**src/rtl/core/smsr_pkg.sv**
```systemverilog
// Shared types, constants and helpers of the stepwise motor speed regulator.
package smsr_pkg;

  localparam int unsigned DUTY_W   = 16;
  localparam int unsigned TGT_W    = 16;
  localparam int unsigned MEAS_W   = 14;
  localparam int unsigned QUOT_W   = 14;
  localparam int unsigned STEP_W   = 8;
  localparam int unsigned HOLD_W   = 4;
  localparam int unsigned SCNT_W   = 8;
  localparam int unsigned FCNT_W   = 16;
  localparam int unsigned CFG_IDX_W = 2;
  localparam int unsigned CFG_DAT_W = 16;

  // Reciprocal of five in 2^-18 units; exact for any 16-bit dividend.
  localparam logic [16:0] DIV5_MUL   = 17'd52429;
  localparam int unsigned DIV5_SHIFT = 18;

  // Reset values of the registers.
  localparam logic [DUTY_W-1:0] START_DUTY_RST      = 16'd2000;
  localparam logic [SCNT_W-1:0] STARTUP_PERIODS_RST = 8'd10;
  localparam logic [FCNT_W-1:0] FAULT_PERIODS_RST   = 16'd30;
  localparam logic [DUTY_W-1:0] PWM_MAX_RST         = 16'hFFFF;

  // Gap thresholds.
  localparam logic [MEAS_W-1:0] GAP_OK    = 14'd20;
  localparam logic [MEAS_W-1:0] GAP_HUGE  = 14'd30;
  localparam logic [MEAS_W-1:0] GAP_LARGE = 14'd10;
  localparam logic [MEAS_W-1:0] GAP_MID   = 14'd5;
  localparam logic [MEAS_W-1:0] GAP_SMALL = 14'd2;

  typedef enum logic [CFG_IDX_W-1:0] {
    REG_START_DUTY      = 2'd0,
    REG_STARTUP_PERIODS = 2'd1,
    REG_FAULT_PERIODS   = 2'd2,
    REG_PWM_MAX         = 2'd3
  } cfg_reg_e;

  typedef struct packed {
    logic [TGT_W-1:0]  target_rpm;
    logic [MEAS_W-1:0] measured_speed;
  } in_beat_t;

  typedef struct packed {
    logic [DUTY_W-1:0] pwm_duty;
    logic              speed_fault;
    logic              in_startup;
  } out_beat_t;

  typedef struct packed {
    logic [DUTY_W-1:0] start_duty;
    logic [SCNT_W-1:0] startup_periods;
    logic [FCNT_W-1:0] fault_periods;
    logic [DUTY_W-1:0] pwm_max;
  } cfg_t;

  // Registered input beat with the commanded speed already scaled by 1/5.
  typedef struct packed {
    logic [TGT_W-1:0]  target_rpm;
    logic [QUOT_W-1:0] target_div5;
    logic [MEAS_W-1:0] measured_speed;
  } stage_t;

  typedef struct packed {
    logic [STEP_W-1:0] step;
    logic [HOLD_W-1:0] hold;
  } ladder_t;

  // Step size and hold-off for a gap magnitude; zero step means no move.
  function automatic ladder_t step_ladder(input logic [MEAS_W-1:0] mag);
    ladder_t r;
    r = '0;
    if (mag > GAP_HUGE) begin
      r.step = 8'd200;
      r.hold = 4'd1;
    end else if (mag > GAP_LARGE) begin
      r.step = 8'd100;
      r.hold = 4'd3;
    end else if (mag > GAP_MID) begin
      r.step = 8'd50;
      r.hold = 4'd5;
    end else if (mag > GAP_SMALL) begin
      r.step = 8'd10;
      r.hold = 4'd10;
    end
    return r;
  endfunction

endpackage

```
**src/rtl/core/smsr_cfg.sv**
```systemverilog
// Configuration register file of the regulator.
module smsr_cfg (
  input  logic                                clk_i,
  input  logic                                rst_ni,
  input  logic                                cfg_we_i,
  input  logic [smsr_pkg::CFG_IDX_W-1:0]      cfg_idx_i,
  input  logic [smsr_pkg::CFG_DAT_W-1:0]      cfg_data_i,
  output smsr_pkg::cfg_t                      cfg_o
);
  import smsr_pkg::*;

  cfg_t cfg_q;

  always_ff @(posedge clk_i or negedge rst_ni) begin
    if (!rst_ni) begin
      cfg_q.start_duty      <= START_DUTY_RST;
      cfg_q.startup_periods <= STARTUP_PERIODS_RST;
      cfg_q.fault_periods   <= FAULT_PERIODS_RST;
      cfg_q.pwm_max         <= PWM_MAX_RST;
    end else if (cfg_we_i) begin
      case (cfg_reg_e'(cfg_idx_i))
        REG_START_DUTY:      cfg_q.start_duty      <= cfg_data_i;
        REG_STARTUP_PERIODS: cfg_q.startup_periods <= cfg_data_i[SCNT_W-1:0];
        REG_FAULT_PERIODS:   cfg_q.fault_periods   <= cfg_data_i;
        REG_PWM_MAX:         cfg_q.pwm_max         <= cfg_data_i;
        default: ;
      endcase
    end
  end

  assign cfg_o = cfg_q;

endmodule

```
**src/rtl/core/smsr_in_stage.sv**
```systemverilog
// Input register of the regulator; scales the commanded speed by 1/5 on capture.
module smsr_in_stage (
  input  logic               clk_i,
  input  logic               rst_ni,
  input  logic               in_valid_i,
  output logic               in_stall_o,
  input  smsr_pkg::in_beat_t in_data_i,
  input  logic               advance_i,
  output logic               stage_valid_o,
  output smsr_pkg::stage_t   stage_o
);
  import smsr_pkg::*;

  logic        valid_q, valid_d;
  stage_t      stage_q;
  logic        accept;
  logic [32:0] prod;

  assign in_stall_o = valid_q && !advance_i;
  assign accept     = in_valid_i && !in_stall_o;

  // target / 5 by reciprocal multiply
  assign prod = 33'(in_data_i.target_rpm) * 33'(DIV5_MUL);

  always_comb begin
    valid_d = valid_q;
    if (accept) begin
      valid_d = 1'b1;
    end else if (advance_i) begin
      valid_d = 1'b0;
    end
  end

  always_ff @(posedge clk_i or negedge rst_ni) begin
    if (!rst_ni) begin
      valid_q <= 1'b0;
    end else begin
      valid_q <= valid_d;
    end
  end

  always_ff @(posedge clk_i) begin
    if (accept) begin
      stage_q.target_rpm     <= in_data_i.target_rpm;
      stage_q.target_div5    <= prod[DIV5_SHIFT+QUOT_W-1:DIV5_SHIFT];
      stage_q.measured_speed <= in_data_i.measured_speed;
    end
  end

  assign stage_valid_o = valid_q;
  assign stage_o       = stage_q;

endmodule

```
**src/rtl/core/smsr_core.sv**
```systemverilog
// Regulator state update and result register.
module smsr_core (
  input  logic                clk_i,
  input  logic                rst_ni,
  input  smsr_pkg::cfg_t      cfg_i,
  input  logic                stage_valid_i,
  input  smsr_pkg::stage_t    stage_i,
  output logic                advance_o,
  output logic                out_valid_o,
  input  logic                out_stall_i,
  output smsr_pkg::out_beat_t out_data_o
);
  import smsr_pkg::*;

  logic [TGT_W-1:0]  last_target_q, last_target_d;
  logic              pending_q, pending_d;
  logic [DUTY_W-1:0] duty_q, duty_d;
  logic [HOLD_W-1:0] hold_q, hold_d;
  logic              sactive_q, sactive_d;
  logic [SCNT_W-1:0] scount_q, scount_d;
  logic [FCNT_W-1:0] fcount_q, fcount_d;
  logic              out_valid_q, out_valid_d;
  out_beat_t         out_q, out_d;

  logic                    fire;
  logic                    kick;
  logic                    pend;
  logic signed [MEAS_W:0]  gap;
  logic [MEAS_W-1:0]       mag;
  ladder_t                 lad;
  logic signed [17:0]      sum;
  logic [FCNT_W-1:0]       fcnt_now;
  logic                    fault;

  assign advance_o = !out_valid_q || !out_stall_i;
  assign fire      = stage_valid_i && advance_o;

  always_comb begin
    last_target_d = last_target_q;
    pending_d     = pending_q;
    duty_d        = duty_q;
    hold_d        = hold_q;
    sactive_d     = sactive_q;
    scount_d      = scount_q;
    fcnt_now      = fcount_q;
    kick          = 1'b0;
    pend          = pending_q;

    gap = $signed({1'b0, stage_i.measured_speed}) - $signed({1'b0, stage_i.target_div5});
    mag = gap[MEAS_W] ? MEAS_W'(-gap) : gap[MEAS_W-1:0];
    lad = step_ladder(mag);
    if (gap[MEAS_W]) begin
      sum = $signed({2'b00, duty_q}) + $signed({10'b0, lad.step});
    end else begin
      sum = $signed({2'b00, duty_q}) - $signed({10'b0, lad.step});
    end

    if (stage_i.target_rpm != last_target_q) begin
      last_target_d = stage_i.target_rpm;
      pend          = 1'b1;
    end
    pending_d = pend;

    // kick in progress
    if (sactive_q) begin
      if (scount_q != '0) begin
        scount_d = scount_q - 1'b1;
        kick     = 1'b1;
      end else begin
        sactive_d = 1'b0;
      end
    end

    // take up a pending command change
    if (!kick && pend) begin
      pending_d = 1'b0;
      if (duty_q < cfg_i.start_duty) begin
        sactive_d = 1'b1;
        scount_d  = cfg_i.startup_periods;
        kick      = 1'b1;
      end
    end

    if (!kick) begin
      if (mag <= GAP_OK) begin
        fcnt_now = cfg_i.fault_periods;
      end
      if (hold_q == '0) begin
        if (lad.step != '0) begin
          hold_d = lad.hold;
          if (sum[17]) begin
            duty_d = '0;
          end else if (sum[16:0] > {1'b0, cfg_i.pwm_max}) begin
            duty_d = cfg_i.pwm_max;
          end else begin
            duty_d = sum[DUTY_W-1:0];
          end
        end
      end else begin
        hold_d = hold_q - 1'b1;
      end
    end

    fault    = (fcnt_now == '0);
    fcount_d = fault ? fcnt_now : fcnt_now - 1'b1;

    out_d.pwm_duty    = kick ? cfg_i.start_duty : duty_d;
    out_d.speed_fault = fault;
    out_d.in_startup  = kick;
  end

  always_comb begin
    out_valid_d = out_valid_q;
    if (fire) begin
      out_valid_d = 1'b1;
    end else if (advance_o) begin
      out_valid_d = 1'b0;
    end
  end

  always_ff @(posedge clk_i or negedge rst_ni) begin
    if (!rst_ni) begin
      last_target_q <= '0;
      pending_q     <= 1'b0;
      duty_q        <= '0;
      hold_q        <= '0;
      sactive_q     <= 1'b0;
      scount_q      <= '0;
      fcount_q      <= FAULT_PERIODS_RST;
      out_valid_q   <= 1'b0;
    end else begin
      out_valid_q <= out_valid_d;
      if (fire) begin
        last_target_q <= last_target_d;
        pending_q     <= pending_d;
        duty_q        <= duty_d;
        hold_q        <= hold_d;
        sactive_q     <= sactive_d;
        scount_q      <= scount_d;
        fcount_q      <= fcount_d;
      end
    end
  end

  always_ff @(posedge clk_i) begin
    if (fire) begin
      out_q <= out_d;
    end
  end

  assign out_valid_o = out_valid_q;
  assign out_data_o  = out_q;

  a_hold_range: assert property (@(posedge clk_i) disable iff (!rst_ni)
    hold_q <= 4'd10)
    else $error("hold-off counter out of range");

  a_idle_kick_count: assert property (@(posedge clk_i) disable iff (!rst_ni)
    !sactive_q |-> scount_q == '0)
    else $error("kick counter nonzero with no kick running");

  a_duty_only_on_beat: assert property (@(posedge clk_i) disable iff (!rst_ni)
    !fire |=> $stable(duty_q))
    else $error("stored duty moved without an item");

  a_fault_counter_stuck: assert property (@(posedge clk_i) disable iff (!rst_ni)
    fire && out_d.speed_fault |=> fcount_q == '0)
    else $error("fault flagged with fault counter not at zero");

endmodule

```
**src/rtl/core/stepwise_motor_speed_regulator.sv**
```systemverilog
// An accepted beat passes the input register, then the result register, before it shows on the output.
// Throughput: one beat per cycle unless stalled; the state update is one pass between them.
// The result register frees the input side whenever the output is taken or empty.
// Reset (async, active low) clears valids and state; fault counter loads 30 and
// the registers return to start_duty 2000, startup_periods 10, fault_periods 30, pwm_max 65535.
module stepwise_motor_speed_regulator (
  input  logic                                clk_i,
  input  logic                                rst_ni,
  input  logic                                in_valid_i,
  output logic                                in_stall_o,
  input  smsr_pkg::in_beat_t                  in_data_i,
  output logic                                out_valid_o,
  input  logic                                out_stall_i,
  output smsr_pkg::out_beat_t                 out_data_o,
  input  logic                                cfg_we_i,
  input  logic [smsr_pkg::CFG_IDX_W-1:0]      cfg_idx_i,
  input  logic [smsr_pkg::CFG_DAT_W-1:0]      cfg_data_i
);
  import smsr_pkg::*;

  cfg_t   cfg;
  logic   stage_valid;
  stage_t stage;
  logic   advance;

  smsr_cfg u_cfg (
    .clk_i      (clk_i),
    .rst_ni     (rst_ni),
    .cfg_we_i   (cfg_we_i),
    .cfg_idx_i  (cfg_idx_i),
    .cfg_data_i (cfg_data_i),
    .cfg_o      (cfg)
  );

  smsr_in_stage u_in_stage (
    .clk_i         (clk_i),
    .rst_ni        (rst_ni),
    .in_valid_i    (in_valid_i),
    .in_stall_o    (in_stall_o),
    .in_data_i     (in_data_i),
    .advance_i     (advance),
    .stage_valid_o (stage_valid),
    .stage_o       (stage)
  );

  smsr_core u_core (
    .clk_i         (clk_i),
    .rst_ni        (rst_ni),
    .cfg_i         (cfg),
    .stage_valid_i (stage_valid),
    .stage_i       (stage),
    .advance_o     (advance),
    .out_valid_o   (out_valid_o),
    .out_stall_i   (out_stall_i),
    .out_data_o    (out_data_o)
  );

endmodule
```
**config.mk**
```make
export PLATFORM = sky130hd
export DESIGN_NAME = stepwise_motor_speed_regulator
export DESIGN_NICKNAME = d
export VERILOG_FILES = /design/src/rtl/core/smsr_pkg.sv /design/src/rtl/core/smsr_cfg.sv /design/src/rtl/core/smsr_in_stage.sv /design/src/rtl/core/smsr_core.sv /design/src/rtl/core/stepwise_motor_speed_regulator.sv
export SDC_FILE = /design/constraint.sdc
export NUM_CORES = 1
export LEC_CHECK = 0
export ABC_AREA = 1
export BUFFER_PORTS_ARGS = -buffer_cell sky130_fd_sc_hd__clkbuf_2
export CORE_UTILIZATION = 55
export DETAILED_ROUTE_END_ITERATION = 7
export GPL_TIMING_DRIVEN = 1
export PLACE_DENSITY = 0.79
export SLEW_MARGIN = 0
export SYNTH_ARGS = -nofsm -noshare
export SYNTH_HDL_FRONTEND = slang
export SYNTH_SLANG_ARGS = --single-unit
export TNS_END_PERCENT = 100
```
**constraint.sdc**
```tcl
create_clock -name clk_i -period 7 [get_ports clk_i]
set_input_delay 0 -clock clk_i [delete_from_list [all_inputs] [get_ports clk_i]]
set_output_delay 0 -clock clk_i [all_outputs]
set_load 0.02 [all_outputs]
```
==> summary.md <==
| Metric | Value |
|---|---|
| Status | `finished clean` |
| Clock root buffer | `clkbuf_16` |
| FF-to-FF setup slack | `0.17 ns` |
| DRC viols | `0` |
| P_sw | `4.01 mW` |
| Avg WL per Cell | `15.9 um` |
| Final-stage net count | `2426` |
| Layout cells sized above 1 | `16.1%` |
| Total gr overflow | `0` |
| Reg2Reg Launch Point | `u_in_stage.stage_o[0]` |
| DIE HEIGHT | `174 um` |
| Clock Sinks | `182` |
| EDFF count, synth | `62` |
| Worst path max stage delay | `0.52 ns` |
| Starting DRC count in detailed routing | `949` |
| Clock Power Share | `12.3%` |
| Final period utilization | `97.6%` |
| Worst EP arrival | `7.04 ns` |
| Critical path fanouts, max | `5` |
| Row count | `62` |
| Most used cell, CP | `nand2_1` |
| ANT cells | `0` |
| GPL Wtd Cong | `0.923` |
| Hold Path Class | `input pin to asynchronous set/reset pin` |
| Slowest-stage cell, CP | `fa_2` |
| 1st-pass router iterations | `5` |
| Worst IR Drop VDD | `0.400 mV` |
| Sw Share | `49.6%` |
| GRT Util Overall | `26.7%` |
| Drt total wl | `39700 um` |
| Int Pwr | `4.07 mW` |
| Vias | `13500` |
| Detailed Place HPWL | `29800 um` |
| Final setup violation count | `0` |
| Crit path kind | `flop to flop` |
| Comb power frac | `66.3%` |
| Reg power frac | `21.4%` |
| Largest net degree at the start of global routing | `88` |
| Final Hold Viols | `0` |
| Synth Warn # | `0` |
| CP Launch Type | `flop` |
| Worst Setup SP | `u_in_stage.stage_o[0]` |
| Rel. slew slack | `25.0%` |
| H-Tree Depth | `4` |
| Max_cap viols | `0` |
| P per Cell Area | `434 nW/um^2` |
| Sequential-to-total area share from yosys stat | `30.1%` |
| Std-Cell Core Area | `28900 um^2` |
| Commonest non-fill, non-tap cell in the layout | `nand2_1` |
| Final min period | `6.83 ns` |
| CTS tree | `yes` |
| Top_reg_cell synth | `dfrtp_1` |
| Design area | `18600 um^2` |
| Vias in the first global route | `13600` |
| Clock buffer depth | `2` |
| Data required time of the worst path | `7.21 ns` |
| Fillers | `2307` |
| Commonest cells after routing, fill and taps aside | `nand2_1, inv_1, ha_1` |
| Area Overhead vs Synth | `14.3%` |
| Setup_tns | `0 ns` |
| Max Fclk | `146 MHz` |
| Crit path capture type | `flop` |
| Synthesized net count | `2295` |
| Post-synthesis async set-or-reset flop share | `65.9%` |
| DIE WIDTH | `174 um` |
| Port bufs | `72` |
| RSZ-0062 raised after global routing | `yes` |
| Mapped Cells | `1964` |
| Top-Level Pins | `73` |
| Post-synthesis register bit count | `182` |
| First-pass GRT wire length | `64800 um` |
| DRT antenna net count | `0` |
| Initial core utilization | `56.2%` |
| Fin. max-slew vios | `0` |
| Clk_skew | `0.0131 ns` |
| Leak | `9.50 nW` |
| Worst Tran Pin Value | `1.12 ns` |
| Via/cell ratio | `5.43` |
| Mapped Avg Cell Area | `8.29 um^2` |
| Initial antenna violation count | `0` |
| Clock transition at path regs | `0.08 ns` |
| Placed cell area | `17000 um^2` |
| Clk_lat worst skew | `0.44 ns` |
| Distinct cells, synth | `60` |
| Total CTS buffers | `17` |
| Post-synthesis cell area | `16300 um^2` |
| Full die area | `30300 um^2` |
-- stage by stage --
step	instances	setup slack (ns)	total power [mW]	hold slack (ns)	util, %
after global placement	2390	0.0358	6.47	0.00943	58.7
after floorplan	1964	0.791	5.50	-0.296	-
final	2492	0.165	8.08	0.0612	64.3
after CTS	2479	0.000107	7.72	0.0810	62.7
after detailed placement	2390	-0.146	6.63	0.0137	58.7
after global routing	2492	-0.197	8.83	0.108	64.3
-- per-layer routing --
layer  part of all wire [%]  global-route usage (%)  vias to the layer above
li1                       -                       -                     6599
met1                     42                    32.4                     6415
met2                     49                    46.9                      408
met3                    4.5                    3.57                      100
met4                    4.1                    12.4                        0
met5                      0                       0                        -
-- cells in the mapped netlist, types with 4 or more instances --
| master | number | share of area [%] |
|---|---|---|
| dfstp_2 | 32 | 5.2 |
| nand3_2 | 11 | 0.68 |
| buf_6 | 10 | 0.69 |
| mux2_2 | 14 | 0.97 |
| a21oi_1 | 71 | 2.2 |
| nor2_2 | 10 | 0.38 |
| a21oi_2 | 6 | 0.32 |
| ha_1 | 194 | 15 |
| nor2_1 | 74 | 1.7 |
| o211ai_1 | 5 | 0.23 |
| nor3_2 | 4 | 0.25 |
| a211oi_1 | 4 | 0.18 |
| o21ai_2 | 13 | 0.70 |
| nand4_1 | 31 | 1.2 |
| nor3_1 | 12 | 0.37 |
| clkinv_1 | 4 | 0.092 |
| o21ai_0 | 97 | 3.0 |
| clkbuf_1 | 28 | 0.65 |
| xor2_1 | 34 | 1.8 |
| a31oi_1 | 7 | 0.27 |
| o21ai_1 | 35 | 1.1 |
| xnor2_1 | 23 | 1.2 |
| nand2_4 | 4 | 0.28 |
| nand2_2 | 17 | 0.65 |
| dfrtp_1 | 88 | 14 |
| o22ai_1 | 7 | 0.27 |
| nor4_1 | 6 | 0.23 |
| nor2_4 | 4 | 0.28 |
| nand3_1 | 110 | 3.4 |
| nand2_1 | 427 | 9.8 |
| o21bai_1 | 6 | 0.28 |
| fa_1 | 84 | 10 |
| nand3b_1 | 4 | 0.18 |
| edfxtp_1 | 62 | 11 |
| inv_2 | 12 | 0.28 |
| inv_1 | 374 | 8.6 |
-- kinds of logic after synthesis --
| family | after synthesis | synth area share, % |
|---|---|---|
| fa+ha+maj | 278 | 25.2 |
| mux | 14 | 0.969 |
| flops | 182 | 30.1 |
| buf+inv | 431 | 10.4 |
| simple gates | 728 | 20.4 |
| xor+xnor | 57 | 3.07 |
| compound gates | 274 | 9.75 |
-- area by class of cell --
class / count / area, um^2 / area share (%)
tap: 384 / 480 / 2.58
sequential: 182 / 4900 / 26.4
clock buffer: 18 / 439 / 2.36
inverter: 391 / 1480 / 7.97
multi-input combinational: 1351 / 9990 / 53.7
timing repair buffer: 152 / 1130 / 6.09
clock inverter: 14 / 164 / 0.882
-- final timing paths --
kind | to | cells after the start
setup / recovery | u_core.out_data_o[13] | 49
hold / removal | u_core.hold_q[2] | 2
setup reg to reg | u_core.out_data_o[13] | 49
hold reg to reg | u_core.out_valid_o | 2
max in group asynchronous | u_core.fcount_q[7] | 3
min in group clk_i | u_cfg.cfg_o[33] | 3
-- registers in the layout, indices dropped and copies added (netlist names) --
name / cells
u_core.last_target_q: 16
u_core.fcount_q: 16
u_core.sactive_q: 1
u_cfg.cfg_o: 56
u_core.out_valid_o: 1
u_core.out_data_o: 18
u_core.duty_q: 16
u_core.pending_q: 1
u_core.scount_q: 8
u_in_stage.stage_o: 44
u_in_stage.stage_valid_o: 1
u_core.hold_q: 4
-- worst max-delay path: cells and delay by family, from the launching register on --
kind	cells	cell delay [ns]
AOI/OAI and AO/OA	11	1.40
adders and majority gates	6	1.77
buffers and inverters	9	0.63
DFF	1	0.36
and+or+nand+nor	23	2.46
-- power groups by stage --
stage	Clock (mW)	Sequential, mW	Combinational (mW)
6_report	0.996	1.73	5.35
5_1_grt	1.04	1.75	6.03
4_1_cts	1.00	1.72	4.99
3_5_place_dp	0	1.73	4.89
3_3_place_gp	0	1.73	4.75
2_1_floorplan	0	1.70	3.80
-- what timing repair did --
item / in CTS / in global routing
endpoints found under the hold margin: 121 / 0
endpoints found under the setup margin: 21 / 32
hold buffers: 49 / 0
gates cloned: 0 / 2
gates resized for setup: 4 / 88
pin swaps: 1 / 27
setup buffers: 8 / 11
No activity file was read; power rests on OpenSTA's default activity.
